==> config.mk <==
export PLATFORM = sky130hd
export DESIGN_NAME = tcfb_mul
export DESIGN_NICKNAME = d
export VERILOG_FILES = /design/src/rtl/tcfb_pkg.sv /design/src/rtl/tcfb_mul.sv
export SDC_FILE = /design/constraint.sdc
export NUM_CORES = 2
export LEC_CHECK = 0
export BUFFER_PORTS_ARGS = -buffer_cell sky130_fd_sc_hd__buf_2
export CELL_PAD_IN_SITES_DETAIL_PLACEMENT = 0
export CELL_PAD_IN_SITES_GLOBAL_PLACEMENT = 2
export CORE_ASPECT_RATIO = 0.7
export CORE_MARGIN = 1
export CORE_UTILIZATION = 35
export CTS_BUF_LIST = sky130_fd_sc_hd__clkbuf_2
export DETAILED_ROUTE_END_ITERATION = 6
export PLACE_DENSITY = 0.74
export SLEW_MARGIN = 30
export SYNTH_ARGS = -nofsm -noshare
export SYNTH_HDL_FRONTEND = slang
export SYNTH_SLANG_ARGS = --single-unit
==> constraint.sdc <==
create_clock -name clk_i -period 18.62 [get_ports clk_i]
set_input_delay 2.793 -clock clk_i [delete_from_list [all_inputs] [get_ports clk_i]]
set_output_delay 2.793 -clock clk_i [all_outputs]
set_load 0.005 [all_outputs]
==> src/rtl/tcfb_pkg.sv <==
// Shared types, constants and helper functions for the tactile contact force binner.
// No dependencies; imported by the top level, tcfb_mul and tcfb_chk.
package tcfb_pkg;

  localparam int NUM_SENSORS  = 16;
  localparam int LINK_ID_BITS = 8;

  localparam int SW = (NUM_SENSORS > 1) ? $clog2(NUM_SENSORS) : 1;
  localparam int CW = $clog2(NUM_SENSORS + 1);
  localparam int MW = 33;
  localparam int PW = 2 * MW;
  localparam int POS_W = 3 * 32 + 32 + LINK_ID_BITS;
  localparam int ROT_W = 3 * 16;
  localparam int ACC_W = 3 * 32;

  typedef enum logic [1:0] {
    CMD_LOAD_POS = 2'd0,
    CMD_LOAD_ROT = 2'd1,
    CMD_CONTACT  = 2'd2,
    CMD_FRAME    = 2'd3
  } cmd_e;

  typedef enum logic {
    CFG_SENSOR_COUNT = 1'b0,
    CFG_COS_LIMIT    = 1'b1
  } cfg_idx_e;

  typedef struct packed {
    logic [1:0]         cmd;
    logic [5:0]         slot;
    logic [7:0]         link_id;
    logic signed [31:0] pos_x;
    logic signed [31:0] pos_y;
    logic signed [31:0] pos_z;
    logic signed [15:0] normal_x;
    logic signed [15:0] normal_y;
    logic signed [15:0] normal_z;
    logic signed [31:0] force_x;
    logic signed [31:0] force_y;
    logic signed [31:0] force_z;
  } in_t;

  typedef struct packed {
    logic [3:0]         sensor_index;
    logic signed [31:0] sensed_x;
    logic signed [31:0] sensed_y;
    logic signed [31:0] sensed_z;
    logic               last;
  } out_t;

  function automatic logic [5:0] div3(input logic [5:0] v);
    logic [12:0] p;
    p = 13'(v) * 13'd43;
    return p[12:7];
  endfunction

  function automatic logic [3:0] split3(input logic [3:0] c);
    logic [3:0] r;
    case (c)
      4'd0:    r = {2'd0, 2'd0};
      4'd1:    r = {2'd0, 2'd1};
      4'd2:    r = {2'd0, 2'd2};
      4'd3:    r = {2'd1, 2'd0};
      4'd4:    r = {2'd1, 2'd1};
      4'd5:    r = {2'd1, 2'd2};
      4'd6:    r = {2'd2, 2'd0};
      4'd7:    r = {2'd2, 2'd1};
      4'd8:    r = {2'd2, 2'd2};
      default: r = 4'd0;
    endcase
    return r;
  endfunction

endpackage

==> src/rtl/tcfb_mul.sv <==
// Shared signed multiplier with registered product.
// Depends on tcfb_pkg.
module tcfb_mul (
  input  logic                            clk_i,
  input  logic signed [tcfb_pkg::MW-1:0]  a_i,
  input  logic signed [tcfb_pkg::MW-1:0]  b_i,
  output logic signed [tcfb_pkg::PW-1:0]  p_o
);
  import tcfb_pkg::*;

  always_ff @(posedge clk_i) begin
    p_o <= PW'(a_i) * PW'(b_i);
  end

endmodule

==> impl_metrics.tcl <==
set metrics [dict create \
    syn_area_per_cell_um2 9.39 \
    place.gp.congestion 0.866 \
    clk_path_buf_depth 2 \
    hold_viol 0 \
    start_util 0.354 \
    cts-resized-gates 0 \
    layout-drive-gt1-share 0.0485 \
    relSlewSlack 0.398 \
    period_needed_ns 10.17 \
    num_rows 104 \
    synth.yosys.seq_area_share 0.0324 \
    nFillCells 11800 \
    grt_pass1_vias 29500 \
    areaGrowthSynthToFinish_pct 5.03 \
    crit_chain "buf_2, and2_1, fa_1, fa_1, fa_1, inv_1, fa_1, fa_1, fa_1, fa_1, fa_1, inv_1, ha_1, and4_1, nand3_1, nand2b_1, a2111oi_4, a211oi_4, a21o_2, a21o_1, a211oi_2" \
    fin_tns_setup_ns 0 \
    wirelength_mm 122 \
    coreArea_um2 115000 \
    arrival_ns 10.74 \
    grt.busiest_layer "met1" \
    synthArstFlopShare 0 \
    clockRootBuffer "clkbuf_2" \
    synth_cell_types 80 \
    wl_per_cell_um 21.0 \
    synth_warnings 0 \
    grt_max_degree 34 \
    critPathKind "input port to register" \
    crit_fanout 33 \
    cts.sinks 66 \
    synth_cells 4338 \
    cts-buffers-inserted 9 \
    largest_registers "p_o (66)" \
    synth-seq-cells 66 \
    synth_edf_count 0 \
    final_cells 5827 \
    period_share 0.546 \
    status "complete, but fails checks" \
    mostFrequentLayoutCell "fa_1" \
    path_clk_slew_ns 0.27 \
    route.vias.total 27400 \
    track_usage 0.221 \
    antenna_found_initial 7 \
    crit_required_ns 19.20 \
    first_iter_violations 1839 \
    max-cap-violations 0 \
    vias_per_cell 4.70 \
    cpPeakStageDelay_ns 0.86 \
    synth_fp_nets 5767 \
    design_area_um2 42800 \
    startpoint "b_i[1]" \
    grt_use_met3 0.0725 \
    layout_common_cells "fa_1 (1144), inv_1 (1130), and2_1 (562), nand2_1 (551), ha_1 (217)" \
    drv_slew 0 \
    syn-cell-area_um2 40700 \
    placed_cell_area_um2 42600 \
    dp_hpwl_mm 103 \
    crit_end "p_o[62]" \
    cts_tree "built" \
    setup-violations-final 0 \
    portBuffers 132 \
    grt_first_pass_wirelength_mm 194 \
    ant_nets 0 \
    rsz0062_at_grt "no" \
    cts_hold_buf 0 \
    io_pins 133 \
    dieArea_um2 118000 \
    worst_slew_pin_slew_ns 0.902 \
    met1_usage 0.380 \
    largest-register "p_o" \
    first_pass_iters 7 \
    ys.flop_type "dfxtp_1" \
    hold_path_class "input port to register" \
    cp-start-kind "input port" \
    die_h_um 287 \
    crit_slowest_cell "fa_1" \
    drc_errors 16 \
    cts_htree_levels 3 \
    post_cts_buffers 0 \
    fmax_mhz 98.4 \
    crit_path_end_kind "register" \
    nets 5710 \
    violations "design-rule violations" \
    dp_cells 5807 \
    chipWidth_um 410 \
    grt-ovfl-total 0 \
    crit_top_cell "fa_1" \
    largest_reg_flops 66 \
    grt_use_met2 0.257 \
]
==> synth_stat cells, types with 4 or more instances <==
cell	n	area share
a211o_1	6	0.0013
a211oi_1	7	0.0013
a21o_1	36	0.0066
a21oi_1	57	0.0070
a31oi_1	8	0.0012
and2_1	562	0.086
and3_1	5	0.00077
and4_1	5	0.0011
buf_2	11	0.0014
clkbuf_1	208	0.019
dfxtp_1	66	0.032
fa_1	1145	0.56
ha_1	217	0.067
inv_1	1131	0.10
nand2_1	551	0.051
nand2b_1	12	0.0018
nand3_1	25	0.0031
nand4_1	11	0.0017
nor2_1	68	0.0063
nor2b_1	5	0.00077
nor3_1	7	0.00086
o211ai_1	4	0.00074
o21a_1	6	0.0011
o21ai_0	25	0.0031
o21ai_1	6	0.00074
o21bai_1	11	0.0020
xnor2_1	43	0.0092
xor2_1	25	0.0054
==> layout make-up <==
class                   count  area, um2  area share
well taps                1537       1920      0.0450
inverters                1131       4250      0.0992
multi-input cells        2920      34300       0.802
diodes                      4       10.0    0.000234
clock inverters             7       98.8     0.00231
flip-flops and latches     66       1320      0.0309
clock buffers               9       45.0     0.00105
repair buffers            153        818      0.0191
==> through the flow <==
| stage | hold WS [ns] | util | worst slack [ns] |
|---|---|---|---|
| global route | 2.57 | 0.371 | 8.07 |
| floorplan | 2.92 | - | 8.59 |
| global placement | 3.17 | 0.370 | 7.67 |
| detailed placement | 3.17 | 0.370 | 7.74 |
| finish | 2.66 | 0.371 | 8.45 |
| CTS | 2.55 | 0.371 | 8.49 |
==> critical path, delay by kind of cell <==
kind | cells | cell delay (ns)
adders and majority gates | 9 | 4.97
and+or+nand+nor | 4 | 1.14
AOI/OAI and AO/OA | 5 | 1.02
buffers and inverters | 3 | 0.79
==> worst min path at each step <==
stage           start     end  depth (start not counted)
5_1_grt        b_i[0]  p_o[0]                          3
3_3_place_gp   p_o[0]  p_o[0]                          1
6_report       b_i[0]  p_o[0]                          3
3_5_place_dp   p_o[0]  p_o[0]                          1
2_1_floorplan  a_i[0]  p_o[0]                          1
4_1_cts        b_i[0]  p_o[0]                          3
==> routing by layer <==
| metal | routed length (um) | share of wire |
|---|---|---|
| met1 | 67000 | 0.55 |
| met3 | 12700 | 0.10 |
| met5 | 13 | 0.00011 |
| met2 | 41600 | 0.34 |
| met4 | 1100 | 0.0090 |
==> cells by family after synthesis <==
| family | after synthesis | share of synthesized area |
|---|---|---|
| buf+inv | 1352 | 0.125 |
| xor+xnor | 68 | 0.0146 |
| simple gates | 1271 | 0.158 |
| compound gates | 219 | 0.0407 |
| fa+ha+maj | 1362 | 0.629 |
| flops | 66 | 0.0324 |
Power is left out: the tool's default activity adds up to more than one toggle a clock period on the data nets, which glitch-free logic cannot reach.
