--- src/rtl/tcfb_ram.sv ---
// Generic simple dual-port RAM with registered read.
// No dependencies.
module tcfb_ram #(
  parameter int Width = 32,
  parameter int Depth = 16
) (
  input  logic                                        clk_i,
  input  logic                                        we_i,
  input  logic [((Depth > 1) ? $clog2(Depth) : 1)-1:0] waddr_i,
  input  logic [Width-1:0]                            wdata_i,
  input  logic [((Depth > 1) ? $clog2(Depth) : 1)-1:0] raddr_i,
  output logic [Width-1:0]                            rdata_o
);

  logic [Width-1:0] mem_q [Depth];

  always_ff @(posedge clk_i) begin
    if (we_i) begin
      mem_q[waddr_i] <= wdata_i;
    end
    rdata_o <= mem_q[raddr_i];
  end

endmodule

--- config.mk ---
export PLATFORM = sky130hd
export DESIGN_NAME = tcfb_ram
export DESIGN_NICKNAME = d
export VERILOG_FILES = /design/src/rtl/tcfb_ram.sv
export SDC_FILE = /design/constraint.sdc
export NUM_CORES = 1
export LEC_CHECK = 0
export BUFFER_PORTS_ARGS = -buffer_cell sky130_fd_sc_hd__buf_2
export CORE_MARGIN = 2
export CORE_UTILIZATION = 50
export DETAILED_ROUTE_END_ITERATION = 10
export PLACE_DENSITY_LB_ADDON = 0.1
export REMOVE_ABC_BUFFERS = 1
export SYNTH_ARGS = -nofsm -noshare
export SYNTH_HDL_FRONTEND = slang
export SYNTH_SLANG_ARGS = --single-unit
--- constraint.sdc ---
create_clock -name clk_i -period 4.2 [get_ports clk_i]
set_input_delay 0.42 -clock clk_i [delete_from_list [all_inputs] [get_ports clk_i]]
set_output_delay 0.42 -clock clk_i [all_outputs]
set_load 0.02 [all_outputs]
==> run metrics, run 1 <==
status=complete, no violations; Hold Buf Count CTS=0; Total Nets Final=990; routed length on met3=roughly 2.5 mm; power per cell area=around 500 nW/um2; Max-cap violations=0; worst-margin pin slew=1.11 ns; final-report max-slew violation count=0; Tmin final=1.93 ns; Post-synth EDFFs=512; largest area contributor in the netlist=edfxtp_1; post-CTS setup buffer count=0; flop2flop setup slack=2.85 ns; Synth area leaders=edfxtp_1, mux4_2, dfxtp_1, a22oi_1, nand2_1; Critical Path Fanout Max=20; crit path capture type=flip-flop; diode count=0; area growth from synthesis to layout=14.5%; Mapped Avg Cell Area=around 24 um2; GPL Wtd Cong=0.690; met2 wire length=20.0 mm; Die Y=203 um; Area after DPL=21000 um2; synthesis-stage register bit count=approximately 540; H-tree levels=2; Die X=203 um; top sig layer=met5; CTS buffer count=53; Setup Skew=0.00895 ns; fin area=22700 um2; vias=8971; average wire per standard cell=27.7 um; antenna violations before repair=3; maximum clock frequency=517 MHz; Synth top cells by count=edfxtp_1, mux4_2, a22oi_1, nand2_1, dfxtp_1; Worst Path Arrival=~2.2 ns; Worst slew margin=0.261; grt total ovfl=0; Yosys top cell area share=0.774; drt first pass iters=5; first-pass GRT wire length=62.1 mm; final WL=41.8 mm; met1 wire length=18.5 mm; share of synthesized registers carrying an async set or reset=0; VDD IR max=0.314 mV; Leakage=7.33 nW; mapped cell area=just under 20000 um2; most frequent cell after synthesis=edfxtp_1; floorplan core area=38900 um2; Seq/Total Area, Yosys=0.807; Final period util=0.460; top_reg_cell synth=edfxtp_1; clock sinks=544; Final ANT Viol Nets=0; CTS tree=yes; Filler cells=between 2000 and 3000; die footprint=41300 um2; unrepaired setup endpoints after global routing=no; Clk pin slew, worst setup/hold paths=0.06 ns; DR vias/cell=5.95; DRC violations left=0; HPWL Detailed=21.9 mm; worst skew pair latency=0.57 ns; site row count=slightly above 70; fraction of layout cells with a size suffix above 1=0.330; Setup crit start kind=input pin; Final Hold Viols=0; CTS root buf=clkbuf_16; IO Pins=74; CP required=4.42 ns; Synth cell types=18; Mapped Cells=838; GRT Total Usage=0.210; Crit Path Category=input pin to flip-flop; Hold Path Class=input pin to flip-flop; vias in the first global route=9551; warning count from the yosys run=0; TNS Setup=0 ns; DR iter-0 viols=706; final setup fails=0; largest net degree at the start of global routing=57; post-CTS resize count=0; CTS Buffer Depth=3; initial core utilization=0.510; # port buffers=73
power breakdown:
part | total (mW) | internal (mW) | leakage (nW) | switching, mW
sequential | 6.11 | 6.07 | 4.89 | 0.0381
combinational | 0.558 | 0.216 | 1.57 | 0.342
clock | 4.69 | 2.78 | 0.861 | 1.90
total | 11.4 | 9.07 | 7.33 | 2.28
critical path: stages:
cell and delay (ns):
buf_2 0.11, or3b_2 0.59, nor2_4 0.50, buf_4 0.50
logic make-up (layout without fill, tap and decap cells):
group	after synthesis	after routing	synth area share
buffers and inverters	43	195	0.0112
AOI/OAI and AO/OA	64	64	0.0242
DFF	544	544	0.807
and+or+nand+nor	59	59	0.0127
muxes	128	128	0.145
placed cells by master (no fill, tap or decap), drive strengths merged:
cell type,count
edfxtp,512
mux4,128
buf,97
a22oi,64
clkbuf,63
nand2,33
dfxtp,32
clkinv,27
nor2,13
bufinv,7
nor3,4
nor2b,2
nand3b,2
nand2b,2
and2,1
nand3,1
or3b,1
clkinvlp,1
worst paths after layout:
path	start	endpoint	cells past startpoint
worst max-delay path	waddr_i[2]	mem_q[1][17]	4
worst max register to register	mem_q[0][18]	rdata_o[18]	3
worst min register to register	mem_q[14][27]	rdata_o[27]	3
worst min-delay path	wdata_i[29]	mem_q[12][29]	1
layer usage:
| metal | up-vias | track usage |
|---|---|---|
| met1 | 4819 | 0.303 |
| met2 | 281 | 0.335 |
| li1 | 3805 | - |
| met3 | 60 | 0.0380 |
| met5 | - | 0 |
| met4 | 6 | 0.0568 |
stage by stage:
stage	setup WS, ns	power, mW	hold WS, ns	std cells	util
floorplan	0.600	6.49	0.519	795	-
global placement	1.66	6.77	0.653	1411	0.540
detailed placement	1.63	6.79	0.657	1411	0.540
CTS	2.25	11.5	0.181	1508	0.584
global route	2.16	11.7	0.204	1508	0.584
finish	2.27	11.4	0.213	1508	0.584
sequential cells by signal, summed over array words and instances (netlist names):
name     count
rdata_o     32
mem_q      512
cell type report:
class	instances	area (um2)	share of cell area
clock buffer	62	1390	0.0611
clock inverter	35	343	0.0151
multi-input combinational	251	3750	0.165
sequential	544	16000	0.704
tap	518	648	0.0285
timing repair buffer	98	589	0.0259
No activity file was read; power rests on OpenSTA's default activity.
==> inputs of run 2 (changes only) <==
==> constraint.sdc (replaced) <==
create_clock -name clk_i -period 1.8 [get_ports clk_i]
set_input_delay 0.18 -clock clk_i [delete_from_list [all_inputs] [get_ports clk_i]]
set_output_delay 0.18 -clock clk_i [all_outputs]
set_load 0.02 [all_outputs]
==> run 2 against run 1 <==
Effect of this change: via count increased by 3.3%; sequential share of layout area down 2.7 points; setup slack got worse by 1.8 ns; critical path depth is 3 lower; largest cell class unchanged; worst hold slack got worse by 0.081 ns; die area is the same; sequential cell count unchanged; first-iteration DRC count increased by 12%; routed wire length increased by 2.8%.
==> run metrics, run 2 (synthesis results as in run 1) <==
clock sinks=544 (unchanged); fraction of layout cells with a size suffix above 1=0.330 (about the same); number of flip-flops in the largest register=512 (unchanged); Die Y=203 um (unchanged); Final Hold Viols=0 (unchanged); Setup Skew=0.0145 ns (+0.00559 ns); initial core utilization=0.510 (unchanged); Reg power frac=0.540 (+0.002); CP required=1.62 ns (-2.80 ns); unrepaired setup endpoints after global routing=no; CTS buffer count=53 (unchanged); crit path capture type=primary output; slowest stage cell, crit path=dfxtp_1; Leakage=7.68 nW (+4.8%); Int Power=21.0 mW (+130%); Hold Path Class=input pin to flip-flop; DR iter-0 viols=794 (+12%); Tot Pwr=26.4 mW (+130%); die footprint=41300 um2 (unchanged); GPL Wtd Cong=0.749 (+8.6%); sw power=5.41 mW (+140%); fin area=23600 um2 (+4.0%); Area after DPL=21600 um2 (+3.0%); Top Registers=mem_q x512, rdata_o x32; DRC violations left=0 (unchanged); most frequent cells in the layout=edfxtp_1, mux4_2, buf_2; CTS Buffer Depth=3 (unchanged); grt total ovfl=0 (unchanged); final WL=43.0 mm (+2.8%); Max-cap violations=0 (unchanged); crit path cell chain=buf_2; Worst Path Arrival=1.19 ns (-0.96 ns); status=complete, no violations; power per cell area=1120 nW/um2 (+120%); site row count=72 (unchanged); first-pass GRT wire length=63.9 mm (+2.8%); GRT Total Usage=0.217 (+0.00705); switching share of power=0.205 (+0.00395); HPWL Detailed=21.8 mm (-0.55%); Final ANT Viol Nets=0 (unchanged); Total Nets Final=1051 (+6.2%); Worst slew margin=0.553 (+0.292); Setup crit start kind=flip-flop; Clk pin slew, worst setup/hold paths=0.06 ns (about the same); CTS root buf=clkbuf_16; DR vias/cell=5.89 (-0.96%); final-report max-slew violation count=0 (unchanged); worst skew pair latency=0.59 ns (+0.02 ns); Critical Path Fanout Max=1 (-95%); vias in the first global route=9774 (+2.3%); CTS tree=yes; most flop-heavy register=mem_q; worst-margin pin slew=0.670 ns (-0.438 ns); post-CTS setup buffer count=0 (unchanged); floorplan core area=38900 um2 (unchanged); IO Pins=74 (unchanged); average wire per standard cell=27.3 um (-1.4%); # port buffers=73 (unchanged); share of total power in combinational logic=0.056 (+0.007); antenna violations before repair=2 (-1); Die X=203 um (unchanged); Worst path max stage delay=0.40 ns (-0.19 ns); H-tree levels=2 (unchanged); final setup fails=0 (unchanged); final core area utilization=0.607 (+0.0232); area growth from synthesis to layout=19.1%; clock share of power=0.404 (-0.009); Worst path top cell family by delay=flip-flops; Crit Path Category=flip-flop to primary output; Buf/Inv on CP=1 (-1); vias=9268 (+3.3%); Filler cells=2756 (-1.7%); leading cell type in the layout, fill and taps excluded=edfxtp_1; VDD IR max=0.720 mV (+130%); drt first pass iters=5 (unchanged); Final period util=0.762; TNS Setup=0 ns (unchanged); maximum clock frequency=730 MHz; largest net degree at the start of global routing=42 (-26%); Tmin final=1.37 ns
run 2: cell type report:
type                       instances  area (um2)  area share
antenna                            1        2.50    0.000106
clock buffer                      76        1490      0.0628
clock inverter                    24         196     0.00831
multi-input combinational        251        3750       0.159
sequential                       544       16000       0.678
tap                              518         648      0.0274
timing repair buffer             159        1540      0.0652
run 2: path summary, 6_finish.rpt:
kind         cells past startpoint          start  slack [ns]          end
max reg2reg                      3   mem_q[2][28]        0.48  rdata_o[28]
min                              4     raddr_i[1]        0.13  rdata_o[26]
max                              1    rdata_o[17]        0.43  rdata_o[17]
min reg2reg                      3  mem_q[14][15]        0.67  rdata_o[15]
run 2: per-stage QoR:
| stage | cells | hold slack, ns | setup WS, ns |
|---|---|---|---|
| after floorplan | 795 | 0.279 | -1.56 |
| after global placement | 1440 | 0.527 | 0.0624 |
| after detailed placement | 1440 | 0.560 | 0.0455 |
| after CTS | 1572 | 0.116 | 0.413 |
| after global routing | 1573 | 0.148 | 0.394 |
| final | 1573 | 0.132 | 0.429 |
run 2: timing repair:
item	in CTS	in global routing
endpoints found under the hold margin	512	0
hold buffers	32	0
gates resized for setup	0	0
run 2: power groups by stage:
stage | combinational, mW | clock (mW) | sequential (mW)
after global placement | 1.41 | 0 | 14.5
after detailed placement | 1.44 | 0 | 14.5
after floorplan | 0.545 | 0 | 14.6
final | 1.49 | 10.6 | 14.2
after global routing | 1.60 | 11.4 | 14.3
after CTS | 1.51 | 10.9 | 14.2
run 2: per-layer routing:
metal	share of wire	vias to the layer above	global-route usage	wire (um)
li1	-	3925	-	-
met2	0.48	309	0.338	20700
met5	0.00026	-	0	11
met1	0.44	4973	0.322	18800
met3	0.063	59	0.0377	2720
met4	0.018	2	0.0592	765
==> inputs of run 3 (changes only) <==
==> constraint.sdc (replaced) <==
create_clock -name clk_i -period 1.2 [get_ports clk_i]
set_input_delay 0.12 -clock clk_i [delete_from_list [all_inputs] [get_ports clk_i]]
set_output_delay 0.12 -clock clk_i [all_outputs]
set_load 0.02 [all_outputs]
==> run 3 against run 2 <==
Effect of this change: the flow now finishes with violations (setup timing); non-clock buffer count is 59 higher; total power up 55%; sequential power up 51%; sequential share of layout area fell by 3.1 points; clock skew hardly changed; worst hold slack got worse by 0.088 ns; utilization is 3.0 points higher; register-to-register slack worse by 0.60 ns; via count rose by 3.2%; critical path depth rose by 2; sequential cell count stayed put; first-iteration DRC count increased by 7.6%; critical path type is now flip-flop to flip-flop.
==> run metrics, run 3 (synthesis results as in run 1) <==
switching share of power=0.206 (+0.00101); Final Hold Viols=0 (unchanged); Max-cap violations=0 (unchanged); most frequent cells in the layout=edfxtp_1, mux4_2, buf_4; clock sinks=544 (unchanged); final WL=44.4 mm (+3.2%); maximum clock frequency=between 700 and 800 MHz; Cell Count, Final, Fillers Out=1630 (+3.6%); GRT Total Usage=0.224 (+0.00716); Tot Pwr=40.8 mW (+55%); die footprint=41300 um2 (unchanged); antenna violations before repair=0 (-2); vias in the first global route=10200 (+4.7%); Critical Path Fanout Max=1 (unchanged); RR Startpoint=mem_q[11][6]; DRC violations left=0 (unchanged); IO Pins=74 (unchanged); first-pass GRT wire length=66.6 mm (+4.3%); Setup crit start kind=flip-flop; # port buffers=73 (unchanged); Total Nets Final=1110 (+5.6%); floorplan core area=38900 um2 (unchanged); final-report max-slew violation count=0 (unchanged); final setup fails=27 (+27); Die X=203 um (unchanged); Tmin final=approximately 1.3 ns; initial core utilization=0.510 (unchanged); DR iter-0 viols=854 (+7.6%); post-CTS setup buffer count=0 (unchanged); fin area=24800 um2 (+4.9%); Final period util=1.10; final core area utilization=0.637 (+0.0298); CTS buffer count=53 (unchanged); worst-margin pin slew=0.876 ns (+0.206 ns); clock share of power=0.411 (+0.007); GPL Wtd Cong=0.769 (+2.7%); Final ANT Viol Nets=0 (unchanged); drt first pass iters=5 (unchanged); HP Start=waddr_i[1]; Die Y=203 um (unchanged); CP required=1.68 ns (+0.06 ns); worst skew pair latency=0.59 ns (about the same); failing checks=setup timing; status=finished, violations left; CTS Buffer Depth=3 (unchanged); flop2flop setup slack=-0.12 ns (-0.60 ns); leading cell type in the layout, fill and taps excluded=edfxtp_1; H-tree levels=2 (unchanged); final worst slack=-0.117 ns (-0.546 ns); crit path capture type=flip-flop; Hold Path Class=input pin to flip-flop; area growth from synthesis to layout=24.9%; VDD IR max=1.17 mV (+63%); sw power=8.42 mW (+56%); launch point of the worst path=mem_q[11][6]; Worst Path Arrival=1.80 ns (+0.61 ns); CTS root buf=clkbuf_16; CTS tree=yes; Reg power frac=0.524 (-0.016); Setup Skew=0.0141 ns (-0.000412 ns); number of flip-flops in the largest register=512 (unchanged); Area after DPL=22200 um2 (+2.7%); vias=9562 (+3.2%); Worst slew margin=0.415 (-0.138); diode count=0 (-1); DR vias/cell=5.87 (-0.44%); most flop-heavy register=mem_q; unrepaired setup endpoints after global routing=yes; Crit Path Category=flip-flop to flip-flop; Clk pin slew, worst setup/hold paths=0.06 ns (about the same); average wire per standard cell=27.2 um (-0.39%); Int Power=32.4 mW (+55%); grt total ovfl=0 (unchanged); fraction of layout cells with a size suffix above 1=0.449 (+0.119); power per cell area=1650 nW/um2 (+48%); largest net degree at the start of global routing=29 (-31%); site row count=72 (unchanged); HPWL Detailed=27.3 mm (+25%); TNS Setup=-1.22 ns (-1.22 ns); dpl cells=1499 (+4.1%); Top Registers=mem_q x512, rdata_o x32; share of total power in combinational logic=0.065 (+0.009); Leakage=8.15 nW (+6.1%)
-- run 3: changes by cell type in the layout (fill, tap and decap cells not counted), moves of 11 or more --
cell / previous run / this run
buf_6: 0 / 24
buf_2: 71 / 39
clkbuf_1: 18 / 6
dfxtp_1: 32 / 11
buf_4: 20 / 76
buf_12: 35 / 46
a22oi_2: 0 / 54
a22oi_1: 64 / 10
dfxtp_2: 0 / 21
-- run 3: final cells by class --
type	instances	area (um2)
Sequential cell	544	16000
Fill cell	2654	14100
Multi-Input combinational cell	251	4030
Timing Repair Buffer	218	2290
Clock buffer	69	1510
Tap cell	518	648
Clock inverter	30	279
-- run 3: power by group through the flow --
stage | clock, mW | sequential, mW | combinational, mW
finish | 16.8 | 21.4 | 2.65
global route | 17.8 | 21.4 | 2.82
CTS | 17.1 | 21.4 | 2.61
detailed placement | 0 | 21.8 | 2.32
global placement | 0 | 21.7 | 2.28
floorplan | 0 | 21.9 | 0.817
-- run 3: worst paths after layout --
path | to | cells after the start
worst max-delay path | rdata_o[6] | 3
worst min-delay path | mem_q[4][15] | 3
worst max register to register | rdata_o[6] | 3
worst min register to register | rdata_o[3] | 3
-- run 3: metal layers --
layer  vias to the layer above  routed length, um  track usage
li1                       4040                  -            -
met1                      5172              19100        0.323
met2                       294              22000        0.365
met3                        56               2500       0.0403
met4                         0                800       0.0477
met5                         -                  0            0
-- run 3: worst max-delay path: stages (launching register included) --
cell and delay [ns]:
edfxtp_1 0.38, mux4_2 0.50, a22oi_2 0.24, nand2_1 0.09
-- run 3: metrics by stage --
stage,setup slack (ns),hold slack [ns]
floorplan,-2.10,0.219
global placement,-0.474,0.477
detailed placement,-0.493,0.508
CTS,-0.162,0.00555
global route,-0.179,0.0398
finish,-0.117,0.0443
-- run 3: what timing repair did --
action / 4_1_cts / 5_1_grt
pin swaps: 61 / 9
gates resized for setup: 96 / 39
endpoints found under the setup margin: 57 / 57
hold buffers: 32 / 0
endpoints found under the hold margin: 512 / 0
